`src/rtl/core/rpa_pkg.sv`:
```
`default_nettype none
package rpa_pkg;

  // Configuration port geometry
  localparam int unsigned CFG_IDX_W  = 4;
  localparam int unsigned CFG_DATA_W = 32;

  // Angle register: degrees, 8 fraction bits
  localparam int unsigned ANG_W = 18;
  // Shift from 8 to 24 angle fraction bits
  localparam int unsigned ANG_FRAC_SHIFT = 16;

  localparam logic signed [ANG_W:0] ANG_FULL_TURN    = 19'sd92160;
  localparam logic signed [ANG_W:0] ANG_HALF_TURN    = 19'sd46080;
  localparam logic signed [ANG_W:0] ANG_QUARTER_TURN = 19'sd23040;

  // CORDIC vector in Q2.30 with one guard bit, angle in Q8.24 degrees
  localparam int unsigned CX_W    = 33;
  localparam int unsigned CX_FRAC = 30;
  localparam int unsigned CZ_W    = 32;

  // Widest product sum the sine and cosine precision is fitted to
  localparam int unsigned PROD_BUDGET = 62;

  localparam logic signed [CX_W-1:0] GAIN_Q30 = 33'sd652032875;

  typedef enum logic [1:0] {
    AXIS_X    = 2'd0,
    AXIS_Y    = 2'd1,
    AXIS_Z    = 2'd2,
    AXIS_NONE = 2'd3
  } rpa_axis_e;

  typedef enum logic [CFG_IDX_W-1:0] {
    CFG_AXIS  = 4'd0,
    CFG_ANGLE = 4'd1
  } rpa_cfg_idx_e;

  typedef struct packed {
    logic signed [CX_W-1:0] x;
    logic signed [CX_W-1:0] y;
    logic signed [CZ_W-1:0] z;
  } rpa_rot_t;

  typedef struct packed {
    rpa_axis_e axis;
    logic      flip;
  } rpa_cfg_t;

  // Fraction bits kept for sine and cosine
  function automatic int unsigned trig_frac(input int unsigned coord_w);
    return (PROD_BUDGET - coord_w > CX_FRAC) ? CX_FRAC : PROD_BUDGET - coord_w;
  endfunction

  // atan(2^-i) in degrees, 24 fraction bits
  function automatic logic signed [CZ_W-1:0] atan_deg_q24(input int unsigned idx);
    logic signed [CZ_W-1:0] r;
    unique case (idx)
      0:       r = 32'sd754974720;
      1:       r = 32'sd445687602;
      2:       r = 32'sd235489088;
      3:       r = 32'sd119537938;
      4:       r = 32'sd60000934;
      5:       r = 32'sd30029717;
      6:       r = 32'sd15018523;
      7:       r = 32'sd7509720;
      8:       r = 32'sd3754917;
      9:       r = 32'sd1877466;
      10:      r = 32'sd938734;
      11:      r = 32'sd469367;
      12:      r = 32'sd234684;
      13:      r = 32'sd117342;
      14:      r = 32'sd58671;
      15:      r = 32'sd29335;
      16:      r = 32'sd14668;
      17:      r = 32'sd7334;
      18:      r = 32'sd3667;
      19:      r = 32'sd1833;
      20:      r = 32'sd917;
      21:      r = 32'sd458;
      22:      r = 32'sd229;
      23:      r = 32'sd115;
      default: r = '0;
    endcase
    return r;
  endfunction

endpackage
`default_nettype wire

```
`src/rtl/core/rpa_cordic_stage.sv`:
```
`default_nettype none
module rpa_cordic_stage
  import rpa_pkg::*;
#(
  parameter int unsigned STAGE = 0,
  parameter int unsigned PAY_W = 1
) (
  input  logic             clk_i,
  input  logic             rst_ni,
  input  logic             valid_i,
  output logic             ready_o,
  input  rpa_rot_t         rot_i,
  input  logic [PAY_W-1:0] pay_i,
  output logic             valid_o,
  input  logic             ready_i,
  output rpa_rot_t         rot_o,
  output logic [PAY_W-1:0] pay_o
);

  localparam logic signed [CZ_W-1:0] STEP = atan_deg_q24(STAGE);

  logic                   v_q;
  rpa_rot_t               rot_d, rot_q;
  logic [PAY_W-1:0]       pay_q;
  logic signed [CX_W-1:0] x_sh, y_sh;

  // One micro-rotation: steer toward zero residual angle
  always_comb begin
    x_sh = $signed(rot_i.x) >>> STAGE;
    y_sh = $signed(rot_i.y) >>> STAGE;
    if (rot_i.z[CZ_W-1]) begin
      rot_d.x = rot_i.x + y_sh;
      rot_d.y = rot_i.y - x_sh;
      rot_d.z = rot_i.z + STEP;
    end else begin
      rot_d.x = rot_i.x - y_sh;
      rot_d.y = rot_i.y + x_sh;
      rot_d.z = rot_i.z - STEP;
    end
  end

  assign ready_o = !v_q || ready_i;

  always_ff @(posedge clk_i or negedge rst_ni) begin
    if (!rst_ni) begin
      v_q <= 1'b0;
    end else if (ready_o) begin
      v_q <= valid_i;
    end
  end

  always_ff @(posedge clk_i) begin
    if (ready_o && valid_i) begin
      rot_q <= rot_d;
      pay_q <= pay_i;
    end
  end

  assign valid_o = v_q;
  assign rot_o   = rot_q;
  assign pay_o   = pay_q;

endmodule
`default_nettype wire

```
`config.mk`:
```
export PLATFORM = sky130hd
export DESIGN_NAME = rpa_cordic_stage
export DESIGN_NICKNAME = d
export VERILOG_FILES = /design/src/rtl/core/rpa_pkg.sv /design/src/rtl/core/rpa_cordic_stage.sv
export SDC_FILE = /design/constraint.sdc
export NUM_CORES = 1
export LEC_CHECK = 0
export ABC_AREA = 0
export ABC_CLOCK_PERIOD_IN_PS = 3500
export BUFFER_PORTS_ARGS = -buffer_cell sky130_fd_sc_hd__buf_2
export CORE_MARGIN = 4
export CORE_UTILIZATION = 49
export DETAILED_ROUTE_END_ITERATION = 8
export HOLD_SLACK_MARGIN = 0.15
export PLACE_DENSITY = 0.74
export SYNTH_ARGS = -nofsm -noshare
export SYNTH_HDL_FRONTEND = slang
export SYNTH_SLANG_ARGS = --single-unit
export TNS_END_PERCENT = 50
```
`constraint.sdc`:
```
create_clock -name clk_i -period 3.5 [get_ports clk_i]
set_input_delay 0.35 -clock clk_i [delete_from_list [all_inputs] [get_ports clk_i]]
set_output_delay 0.35 -clock clk_i [all_outputs]
set_load 0.1 [all_outputs]
```
Yosys cells after proc, flatten, opt, wreduce, memory -nomap -nowiden --
Cells that the tools add are included.
Cells by class: add/subtract/negate cells 5, multiply operators 0, div/mod/pow operators 0, magnitude comparators 0, eq/ne operators 0, shift operators 0, multiplexer cells 1, bitwise gates (word level) 0, reductions and logical operators 3
Operator list (number):
- two-way mux 98 bit | 1
- subtractor 33 bit | 2
- adder 33 bit | 1
- adder 32 x 31 -> 32 bit, second input constant | 1
- subtractor 32 x 31 -> 32 bit, second input constant | 1
- logical AND 1 bit | 1
- zero test 1 bit | 1
- logical OR 1 bit | 1
Storage, ports and cells: flip-flop bits (word level) 100, latch bits 0, bits in writable memories 0, memory bits (read-only) 0, input bits 103, output and inout port bits 101, logic and storage cells 14, memories kept 0

Longest topological paths before layout --
Gate-level depths: netlist (run 1).
word-level depth 3, gate-level depth with buffers 13, mapped depth without buffers 12

Least setup slack after synthesis (run 1) --
Ideal clock, no wire load.
path type register to register, from register v_q, in the netlist valid_o, to register pay_q, in the netlist pay_o (enable), library setup time 0.467 ns, arrival time 4.046 ns, required time 3.033 ns, slack -1.013 ns, stages on the path, launching flop included 3, cell sequence dfrtp_1 nand2b_1 and2_1
On the way: longest elaborated chain between the ends 3
RTL lines:
- start: declaration | RTL line rpa_cordic_stage.sv:22 | logic v_q;
- start signal: assignment | RTL line rpa_cordic_stage.sv:48 | v_q <= valid_i;
- zero test 1 bit | RTL line rpa_cordic_stage.sv:42 | assign ready_o = !v_q || ready_i;
- logical OR 1 bit | RTL line rpa_cordic_stage.sv:42
- via ready_o | RTL line rpa_cordic_stage.sv:11 | output logic ready_o,
- logical AND 1 bit | RTL line rpa_cordic_stage.sv:53 | if (ready_o && valid_i) begin
- end signal: assignment | RTL line rpa_cordic_stage.sv:55 | pay_q <= pay_i;
- end: declaration | RTL line rpa_cordic_stage.sv:24 | logic [PAY_W-1:0] pay_q;
The timed path passes the listed nets, and every way through them passes these cells. A chain may end at the register's enable or synchronous reset.

==> results of run 1 <==
-- report_power, final --
part	internal [µW]	total (µW)	switching, µW
registers	1480	1520	33.3
logic	590	2270	1680
clock network	577	1080	504
total	2650	4870	2220
-- metrics by stage --
| step | worst slack, ns | cell area, µm² | std cells | util |
|---|---|---|---|---|
| detailed placement | 0.112 | 10200 | 1411 | 0.586 |
| global route | 0.230 | 10600 | 1429 | 0.606 |
| floorplan | 0.0234 | 8830 | 984 | - |
| finish | 0.378 | 10600 | 1429 | 0.606 |
| CTS | 0.459 | 10600 | 1429 | 0.606 |
| global placement | 0.163 | 10200 | 1411 | 0.586 |
-- layout by cell type, fill, tap and decap left out, types with 5 or more instances in the layout --
master / count
a211oi_1: 13
a21o_1: 19
a21oi_1: 118
a221oi_1: 5
a31oi_1: 7
and3_1: 9
buf_2: 203
buf_4: 41
clkbuf_16: 9
edfxtp_1: 98
ha_1: 102
inv_1: 105
mux2i_1: 15
nand2_1: 46
nand2b_1: 10
nand3_1: 21
nand4_1: 10
nor2_1: 79
nor2b_1: 12
nor3_1: 14
nor4_1: 7
o211ai_1: 9
o21a_1: 6
o21ai_0: 58
o21bai_1: 18
o31ai_1: 6
xnor2_1: 61
xor2_1: 7
-- layout make-up --
class                   instances  share of cell area
flip-flops and latches         99               0.280
multi-input cells             735               0.496
well taps                     225              0.0266
clock inverters                 7             0.00898
clock buffers                   9              0.0213
repair buffers                247               0.129
inverters                     107              0.0379
-- worst max-delay path, cell delays in order --
cell	delay [ns]
buf_2	0.12
ha_1	0.22
fa_1	0.41
nor2b_1	0.20
o21ai_0	0.17
a21oi_1	0.14
o21ai_0	0.21
o21ai_1	0.19
buf_4	0.20
a21o_1	0.19
a221oi_1	0.40
buf_4	0.19
mux2i_1	0.07
xnor2_1	0.16
-- worst paths after layout --
| path | start | endpoint | slack, ns | depth (start not counted) |
|---|---|---|---|---|
| max in group asynchronous | rst_ni | valid_o$_DFFE_PN0N_ | 3.11 | 2 |
| min in group asynchronous | rst_ni | valid_o$_DFFE_PN0N_ | 0.31 | 2 |
| hold reg to reg | valid_o$_DFFE_PN0N_ | valid_o$_DFFE_PN0N_ | 0.54 | 2 |
| hold / removal | rot_i[7] | rot_o[7]$_DFFE_PP_ | 0.16 | 1 |
| setup / recovery | rot_i[32] | rot_o[81]$_DFFE_PP_ | 0.38 | 14 |
| setup reg to reg | valid_o$_DFFE_PN0N_ | rot_o[41]$_DFFE_PP_ | 1.73 | 3 |
-- routing by layer --
metal / GRT usage / vias up / wire length (µm) / share of wire
li1: - / 3945 / - / -
met4: 0.0843 / 0 / 673 / 0.025
met2: 0.407 / 476 / 12200 / 0.45
met1: 0.371 / 3852 / 11800 / 0.43
met3: 0.0457 / 43 / 2680 / 0.098
met5: 0 / - / 0 / 0
-- cells by family (layout without fill, tap and decap cells) --
logic type                 Yosys count  count (layout)
xor gates and xnor gates            68              68
adders and majority gates          106             106
muxes                               16              16
and+or+nand+nor                    232             232
AOI/OAI and AO/OA                  313             313
DFF                                 99              99
buffers and inverters              150             370
-- flip-flops by register name (all words and copies together), names as in the netlist --
| signal | cells |
|---|---|
| rot_o | 97 |
| pay_o | 1 |
| valid_o | 1 |
-- repair_timing --
action / CTS / global route
hold buffers: 2 / 0
setup buffers: 0 / 0
hold endpoints to repair: 2 / 0
endpoints found under the setup margin: 0 / 0
==> summary.md, run 1 <==
| Metric | Value |
|---|---|
| Std cell rows | 48 |
| Post-synthesis adder-cell area fraction | 0.154 |
| Leak | 0.00481 µW |
| Synth area leader | edfxtp_1 |
| Vias in the first global route | 7,876 |
| CP Capture Type | flop |
| Crit Path Max Fanout | 4 |
| Yosys cell types | 78 |
| Io pins | about 200 |
| Status | completed |
| Clk root buf | clkbuf_16 |
| Setup violators final | 0 |
| Synth Area in Compound Gates | 0.227 |
| Detailed-placement wirelength estimate | roughly 22,000 µm |
| Initial core utilization | 0.505 |
| GRT Total Usage | 0.261 |
| Antenna violations before repair | 0 |
| PwrDens | approximately 460 nW/µm² |
| Share of cells above drive strength 1 | 0.235 |
| Clock slew at reported path FFs | 0.08 ns |
| Clk sink count | 99 |
| Port buffer count | between 200 and 250 |
| Synthesis-stage register bit count | 99 |
| VDD IR max | 0.000339 V |
| Top cells by area, synth | edfxtp_1 33%, ha_1 14%, a21oi_1 6.7% |
| DRC Markers | 0 |
| Die area | ~20,000 µm² |
| Top_reg_cell synth | edfxtp_1 |
| Via density | 5.82 |
| Post-Syn Area per Cell | 8.97 µm² |
| Grt total ovfl | 0 |
| Fin nets | 1,408 |
| Post-synth EDFFs | between 90 and 100 |
| WP data required | roughly 3.6 ns |
| Seq/Total Area, Yosys | 0.336 |
| WL final | 27,300 µm |
| Yosys warning total | 0 |
| Filler Cell Count | ~1,600 |
| Overall Power | a little under 5000 µW |
| Largest net degree at the start of global routing | 66 |
| # diodes | 0 |
| Xor/xnor share of the synthesized area | 0.0675 |
| CTS Buf Count | 9 |
| Fin. Hold Viols | 0 |
| Final Max Slew Viols | 0 |
| Crit share post-route | 0.892 |
| Crit path DAT | 3.22 ns |
| WS Path Type | input pin to flop |
| Min-delay worst type | input pin to flop |
| RSZ-0062 raised after global routing | no |
| CTS tree | yes |
| First-pass DRT Iterations | 5 |
| Register area | ~3000 µm² |
| Largest family of logic cells by synthesized area | compound AO/OA/AOI/OAI gates |
| Mux cell area share after synthesis | 0.0183 |
| Post-DR wirelength/cell | ~19 µm |
| Critical path launch point type | input pin |
| Die H | 142 µm |
| Cells after synthesis | 984 |
| Htree depth | 3 |
| Post-synthesis cell area | 8820 µm² |
| Slew margin rel. | 0.510 |
| Worst Tran Pin Value | 0.735 ns |
| GP Congestion | between 0.9 and 1 |
| Post-synth top cells | 118 x a21oi_1, 105 x inv_1, 102 x ha_1, 98 x edfxtp_1, 79 x nor2_1 |
| Fmax | 320 MHz |
| Die Span X | 142 µm |
| First-pass GRT wire length | 42,000 µm |
| Final setup TNS | 0 ns |
| Cell with the most instances after synthesis | a21oi_1 |
| Yosys top cell area share | 0.333 |
| Clock latency on the worst-skew pair | roughly 0.36 ns |
| Minimum clock period | 3.12 ns |
| Fin Clk Skew | 0.00825 ns |
| Simple-gate share of the synthesized area | 0.128 |
| Syn-to-layout area delta | 20.0% |
| Total number of vias | ~8,300 |
| CTS resizes | 0 |
| Syn nets | about 1,200 |
| Clock Tree Buf Depth | 2 |
| Post-route ant nets | 0 |
| Iteration-0 DRC Markers | 918 |
| Async set-or-reset flop fraction in the synthesized netlist | 0.0101 |
| WHS | between 0.15 and 0.2 ns |
| Core ar. | 17,500 µm² |
| Max-cap violations | 0 |
| Area of the multi-input gates | around 5300 µm² |
No activity file was read; power rests on OpenSTA's default activity.
==> run 2: changes to the inputs <==
CELL_PAD_IN_SITES_DETAIL_PLACEMENT = 0   (was unset)
CELL_PAD_IN_SITES_GLOBAL_PLACEMENT = 1   (was unset)
CORE_UTILIZATION = 42   (was 49)
PLACE_DENSITY = unset   (was 0.74)
PLACE_DENSITY_LB_ADDON = 0.1   (was unset)
==> run 2 against run 1 <==
- count of clock-buffer cells in the layout grew 2
- cell count grew 4.8%
- non-clock buffer count grew 24
- sequential share of layout area shrank 0.71 points
- sequential cell count is the same
- worst hold slack gained 0.0018 ns
- die area grew 16%
- combinational power grew 2%
- critical path type unchanged
- largest power group unchanged
- highest routed layer unchanged
==> summary.md, run 2 (synthesized netlist as in run 1, its figures left out) <==
| Metric | Value |
|---|---|
| Clock latency on the worst-skew pair | 0.37 ns (about the same) |
| Commonest cells after routing, fill and taps aside | 203 x buf_2, 118 x a21oi_1, 105 x inv_1 |
| Initial core utilization | 0.432 (-0.0730) |
| Crit share post-route | 0.868 (-0.0241) |
| Htree depth | 3 (unchanged) |
| Final Max Slew Viols | 0 (unchanged) |
| Crit Reg-Reg Endpoint | rot_o[77]$_DFFE_PP_ |
| Buf/Inv on CP | 5 (+2) |
| Crit Path Max Fanout | 10 (+6) |
| DRC Markers | 0 (unchanged) |
| CTS resizes | 0 (unchanged) |
| Largest net degree at the start of global routing | 89 (+35%) |
| Via density | 5.43 (-6.7%) |
| Sw Ratio | 0.435 (-0.0206) |
| Hold_buf cts | 1 (-1) |
| Crit path DAT | 3.20 ns (-0.02 ns) |
| Antenna violations before repair | 0 (unchanged) |
| Clock power frac | 0.239 (+0.017) |
| Die Span X | 153 µm (+7.6%) |
| Die H | 153 µm (+7.6%) |
| Min-delay worst type | input pin to flop |
| Setup violators final | 0 (unchanged) |
| Leak | 0.00495 µW (+3.0%) |
| Share of cells above drive strength 1 | 0.250 (+0.0150) |
| Clk root buf | clkbuf_16 |
| Fin. Hold Viols | 0 (unchanged) |
| Syn-to-layout area delta | 23.1% |
| Pre-CTS worst setup slack | 0.157 ns (+0.0450 ns) |
| Die area | 23,400 µm² (+16%) |
| Clock Tree Buf Depth | 2 (unchanged) |
| R2R depth | 3 (unchanged) |
| Port buffer count | 203 (unchanged) |
| Worst Tran Pin Value | 0.685 ns (-0.0498 ns) |
| Post-DR wirelength/cell | 18.5 µm (-3.5%) |
| R2R Path Start | valid_o$_DFFE_PN0N_ |
| Core ar. | 20,400 µm² (+17%) |
| Crit path largest cell delay | 0.45 ns (+0.04 ns) |
| RSZ-0062 raised after global routing | no |
| # diodes | 0 (unchanged) |
| WP data required | 3.67 ns (+0.07 ns) |
| Worst hold stages | 1 (unchanged) |
| Worst path depth | 14 (unchanged) |
| Final Worst Setup Slack | 0.463 ns (+0.0843 ns) |
| WS Path Type | input pin to flop |
| GRT Total Usage | 0.230 (-0.0315) |
| CP most frequent cell | buf_4 |
| Fin Clk Skew | 0.0137 ns (+0.00543 ns) |
| Detailed-placement wirelength estimate | 22,300 µm (+3.0%) |
| Clk sink count | 99 (unchanged) |
| Post-route ant nets | 0 (unchanged) |
| Critical path's top delay family | compound AO/OA/AOI/OAI gates |
| Slew margin rel. | 0.543 (+0.0332) |
| CP Cell Sequence | buf_2, inv_1, ha_1, a21oi_1, o21ai_0, and3_1, a211oi_1, buf_4, a31oi_1, buf_4, buf_4, o21ai_0, a22oi_1, xnor2_1 |
| Std cell rows | 52 (+8.3%) |
| Setup Fix Bufs, Post-CTS | 0 (unchanged) |
| Flop2flop setup slack | 1.68 ns (-0.05 ns) |
| Fmax | 329 MHz (+2.8%) |
| Most common cell after layout, fill and taps aside | buf_2 |
| Fin nets | 1,432 (+1.7%) |
| Worst Hold Path EP | rot_o[12]$_DFFE_PP_ |
| Vias in the first global route | 7,811 (-0.83%) |
| Filler Cell Count | 1,977 (+25%) |
| CTS Buf Count | 9 (unchanged) |
| Max FFs per register | 97 (unchanged) |
| WL final | 27,700 µm (+1.2%) |
| Total number of vias | 8,131 (-2.2%) |
| Grt total ovfl | 0 (unchanged) |
| CP max-delay cell | ha_1 |
| Io pins | 204 (unchanged) |
| CP Capture Type | flop |
| Net Switching | 2190 µW (-1.5%) |
| Critical path launch point type | input pin |
| Iteration-0 DRC Markers | 568 (-38%) |
| CTS tree | yes |
| First-pass DRT Iterations | 5 (unchanged) |
| Comb pwr share | 0.460 (-0.007) |
| GP Congestion | 0.951 (-1.9%) |
| Final setup TNS | 0 ns (unchanged) |
| Max-cap violations | 0 (unchanged) |
| Internal power | 2830 µW (+7.0%) |
| Clock slew at reported path FFs | 0.07 ns (about the same) |
| PwrDens | 462 nW/µm² (+0.48%) |
| Minimum clock period | 3.04 ns (-0.0843 ns) |
| VDD IR max | 0.000242 V (-29%) |
| Sequential power share | 0.301 (-0.010) |
| Hold wc startpoint | rot_i[12] |
| Status | completed |
| First-pass GRT wire length | 43,300 µm (+3.3%) |
-- run 2: layout make-up --
type                    instances  area, µm²  share of cell area
flip-flops and latches         99       2970               0.273
repair buffers                271       1550               0.143
well taps                     270        338              0.0311
clock inverters                 5        108             0.00991
multi-input cells             735       5250               0.483
clock buffers                  11        243              0.0223
inverters                     107        402              0.0370
-- run 2: power by group through the flow --
stage	logic, µW	registers (µW)	clock network (µW)
finish	2310	1510	1200
CTS	2310	1510	1220
global route	2450	1520	1270
floorplan	878	2380	0
detailed placement	2300	1540	0
global placement	2300	1540	0
-- run 2: worst max path at each step --
| stage | start | end | slack, ns |
|---|---|---|---|
| floorplan | valid_o$_DFFE_PN0N_ | pay_o$_DFFE_PP_ | 0.02 |
| global placement | rot_i[40] | rot_o[84]$_DFFE_PP_ | 0.01 |
| detailed placement | rot_i[40] | rot_o[61]$_DFFE_PP_ | 0.16 |
| CTS | rot_i[40] | rot_o[84]$_DFFE_PP_ | 0.52 |
| global route | rot_i[34] | rot_o[60]$_DFFE_PP_ | 0.34 |
| finish | rot_i[40] | rot_o[84]$_DFFE_PP_ | 0.46 |
-- run 2: through the flow --
step	total power, µW	cell area [µm²]	hold WS, ns	std cells	util
final	5020	10900	0.166	1498	0.532
after global routing	5240	10900	0.156	1498	0.532
after global placement	3840	10500	0.125	1481	0.514
after floorplan	3250	8830	0.0544	984	-
after detailed placement	3840	10500	0.126	1481	0.514
after CTS	5040	10900	0.158	1498	0.532
-- run 2: routing by layer --
layer	track usage	share of wire	up-vias
li1	-	-	3996
met4	0.0560	0.015	0
met2	0.373	0.45	295
met3	0.0353	0.065	22
met1	0.324	0.46	3818
met5	0	0	-
==> run 3: changes to the inputs <==
ABC_CLOCK_PERIOD_IN_PS = 3750   (was 3500)
CORE_UTILIZATION = 45   (was 42)
clock period = 3.75 ns   (was 3.5 ns; I/O delays follow)
==> run 3 against run 2 <==
- worst setup slack better by 0.065 ns
- sequential power decreased by 7%
- power fell by 11%
- global-route usage rose by 1.4 points
- clock power fell by 22%
- sequential share of layout area up 0.79 points
- critical endpoint is now rot_o[61]$_DFFE_PP_
- largest power group unchanged
==> summary.md, run 3 (synthesized netlist as in run 1, its figures left out) <==
| Metric | Value |
|---|---|
| Clock slew at reported path FFs | 0.08 ns (about the same) |
| Fin Clk Skew | 0.0151 ns (+0.00137 ns) |
| Filler Cell Count | 1,876 (-5.1%) |
| Htree depth | 3 (unchanged) |
| CP max-delay cell | o41a_1 |
| Most common cell after layout, fill and taps aside | buf_2 |
| Max FFs per register | 97 (unchanged) |
| Detailed-placement wirelength estimate | 21,700 µm (-2.8%) |
| Minimum clock period | roughly 3.2 ns |
| Clock Tree Buf Depth | 2 (unchanged) |
| CP Cell Sequence | buf_2, inv_1, ha_1, a21oi_1, nand3_2, a211oi_4, a31oi_1, o41a_1, a2111oi_2, mux2i_1, xor2_1 |
| Worst Hold Path EP | rot_o[21]$_DFFE_PP_ |
| Overall Power | 4450 µW (-11%) |
| RSZ-0062 raised after global routing | no |
| Crit path largest cell delay | 0.53 ns (+0.08 ns) |
| Hold wc startpoint | rot_i[21] |
| Die Span X | 148 µm (-3.2%) |
| Critical path's top delay family | compound AO/OA/AOI/OAI gates |
| Crit Path Max Fanout | 11 (+1) |
| Area of the multi-input gates | 5250 µm² (unchanged) |
| Worst path depth | 11 (-3) |
| Clk root buf | clkbuf_16 |
| Buf/Inv on CP | 2 (-3) |
| Post-route ant nets | 0 (unchanged) |
| CP Capture Type | flop |
| First-pass GRT wire length | 42,600 µm (-1.8%) |
| PwrDens | 422 nW/µm² (-8.7%) |
| Final Cell Area | 10,600 µm² (-2.8%) |
| Die area | 21,900 µm² (-6.3%) |
| Leak | 0.00477 µW (-3.5%) |
| Total number of vias | 8,042 (-1.1%) |
| Largest net degree at the start of global routing | 62 (-30%) |
| Register area | 2970 µm² (unchanged) |
| WL final | 27,400 µm (-0.82%) |
| Fin nets | 1,403 (-2.0%) |
| Syn-to-layout area delta | 19.6% |
| Std cell rows | 50 (-3.8%) |
| Max-cap violations | 0 (unchanged) |
| GP Congestion | 0.918 (-3.5%) |
| Critical path launch point type | input pin |
| WS Path Type | input pin to flop |
| Vias in the first global route | 7,746 (-0.83%) |
| Grt total ovfl | 0 (unchanged) |
| Final Max Slew Viols | 0 (unchanged) |
| Fin. Hold Viols | 0 (unchanged) |
| VDD IR max | 0.000212 V (-13%) |
| Setup violators final | 0 (unchanged) |
| WP data required | 3.85 ns (+0.18 ns) |
| Worst Tran Pin Value | 0.887 ns (+0.202 ns) |
| Util after Layout | 0.555 (+0.0233) |
| Worst hold stages | 1 (unchanged) |
| CTS Buf Count | 9 (unchanged) |
| Post-placement cell area | 10,300 µm² (-2.3%) |
| R2R Path Start | valid_o$_DFFE_PN0N_ |
| Clk sink count | 99 (unchanged) |
| DRC Markers | 0 (unchanged) |
| Io pins | 204 (unchanged) |
| Pre-CTS worst setup slack | 0.216 ns (+0.0589 ns) |
| Setup Fix Bufs, Post-CTS | 0 (unchanged) |
| Crit Reg-Reg Endpoint | rot_o[45]$_DFFE_PP_ |
| Die H | 148 µm (-3.2%) |
| Slew margin rel. | 0.403 (-0.140) |
| Initial core utilization | 0.464 (+0.0321) |
| Fmax | 310 MHz |
| Commonest cells after routing, fill and taps aside | 203 x buf_2, 118 x a21oi_1, 105 x inv_1 |
| Core ar. | 19,000 µm² (-6.9%) |
| Via density | 5.51 (+1.5%) |
| Share of cells above drive strength 1 | 0.232 (-0.0181) |
| First-pass DRT Iterations | 5 (unchanged) |
| Post-DR wirelength/cell | 18.8 µm (+1.8%) |
| Crit path DAT | 3.32 ns (+0.12 ns) |
| # diodes | 0 (unchanged) |
| Iteration-0 DRC Markers | 653 (+15%) |
| Antenna violations before repair | 0 (unchanged) |
| Final setup TNS | 0 ns (unchanged) |
| R2R depth | 3 (unchanged) |
| Clock latency on the worst-skew pair | 0.37 ns (about the same) |
| Status | completed |
| Crit share post-route | 0.859 |
| Min-delay worst type | input pin to flop |
| CTS tree | yes |
| GRT Total Usage | 0.244 (+0.0137) |
| Port buffer count | 203 (unchanged) |
| CTS resizes | 0 (unchanged) |
| Flop2flop setup slack | 1.97 ns (+0.29 ns) |
| Final Worst Setup Slack | 0.528 ns (+0.0648 ns) |
run 3: cell count changes in the layout (fill, tap and decap cells not counted):
cell / delta
buf_4: -28
bufinv_16: -3
clkbuf_8: -1
clkinv_4: +4
inv_8: +2
buf_12: -1
inv_6: -2
run 3: worst reg2reg max path: stages, from the launching register on:
cell      delay (ns)
dfrtp_1         0.37
nand2b_1        0.11
and2_4          0.54
buf_12          0.39
run 3: worst max-delay path by stage:
| stage | startpoint | end | slack [ns] |
|---|---|---|---|
| final | rot_i[36] | rot_o[61]$_DFFE_PP_ | 0.53 |
| after global routing | rot_i[36] | rot_o[61]$_DFFE_PP_ | 0.30 |
| after CTS | rot_i[36] | rot_o[61]$_DFFE_PP_ | 0.58 |
| after detailed placement | rot_i[36] | rot_o[61]$_DFFE_PP_ | 0.22 |
| after global placement | rot_i[36] | rot_o[61]$_DFFE_PP_ | 0.28 |
| after floorplan | valid_o$_DFFE_PN0N_ | pay_o$_DFFE_PP_ | 0.27 |
run 3: final cells by class:
class	instances	area share
multi-input combinational	735	0.497
sequential	99	0.281
timing repair buffer	242	0.125
inverter	107	0.0380
tap	260	0.0308
clock buffer	10	0.0217
clock inverter	6	0.00545
run 3: metal layers:
| layer | part of all wire | vias to the layer above | GRT usage |
|---|---|---|---|
| met4 | 0.023 | 0 | 0.0790 |
| li1 | - | 3943 | - |
| met3 | 0.080 | 42 | 0.0353 |
| met1 | 0.44 | 3699 | 0.341 |
| met5 | 0 | - | 0 |
| met2 | 0.45 | 358 | 0.390 |
run 3: report_power, final:
part	switching [µW]	leakage (µW)	internal [µW]
combinational	1550	0.00369	546
clock	474	0.000141	466
sequential	29.2	0.000944	1380
total	2060	0.00477	2400
run 3: per-stage QoR:
step / hold WS [ns] / std cells
after floorplan: 0.0794 / 984
after global routing: 0.177 / 1459
after global placement: 0.149 / 1442
after detailed placement: 0.152 / 1442
after CTS: 0.177 / 1459
final: 0.187 / 1459
run 3: what timing repair did:
action | in CTS | in global routing
setup endpoints to repair | 0 | 0
hold endpoints to repair | 1 | 0
hold buffers | 1 | 0
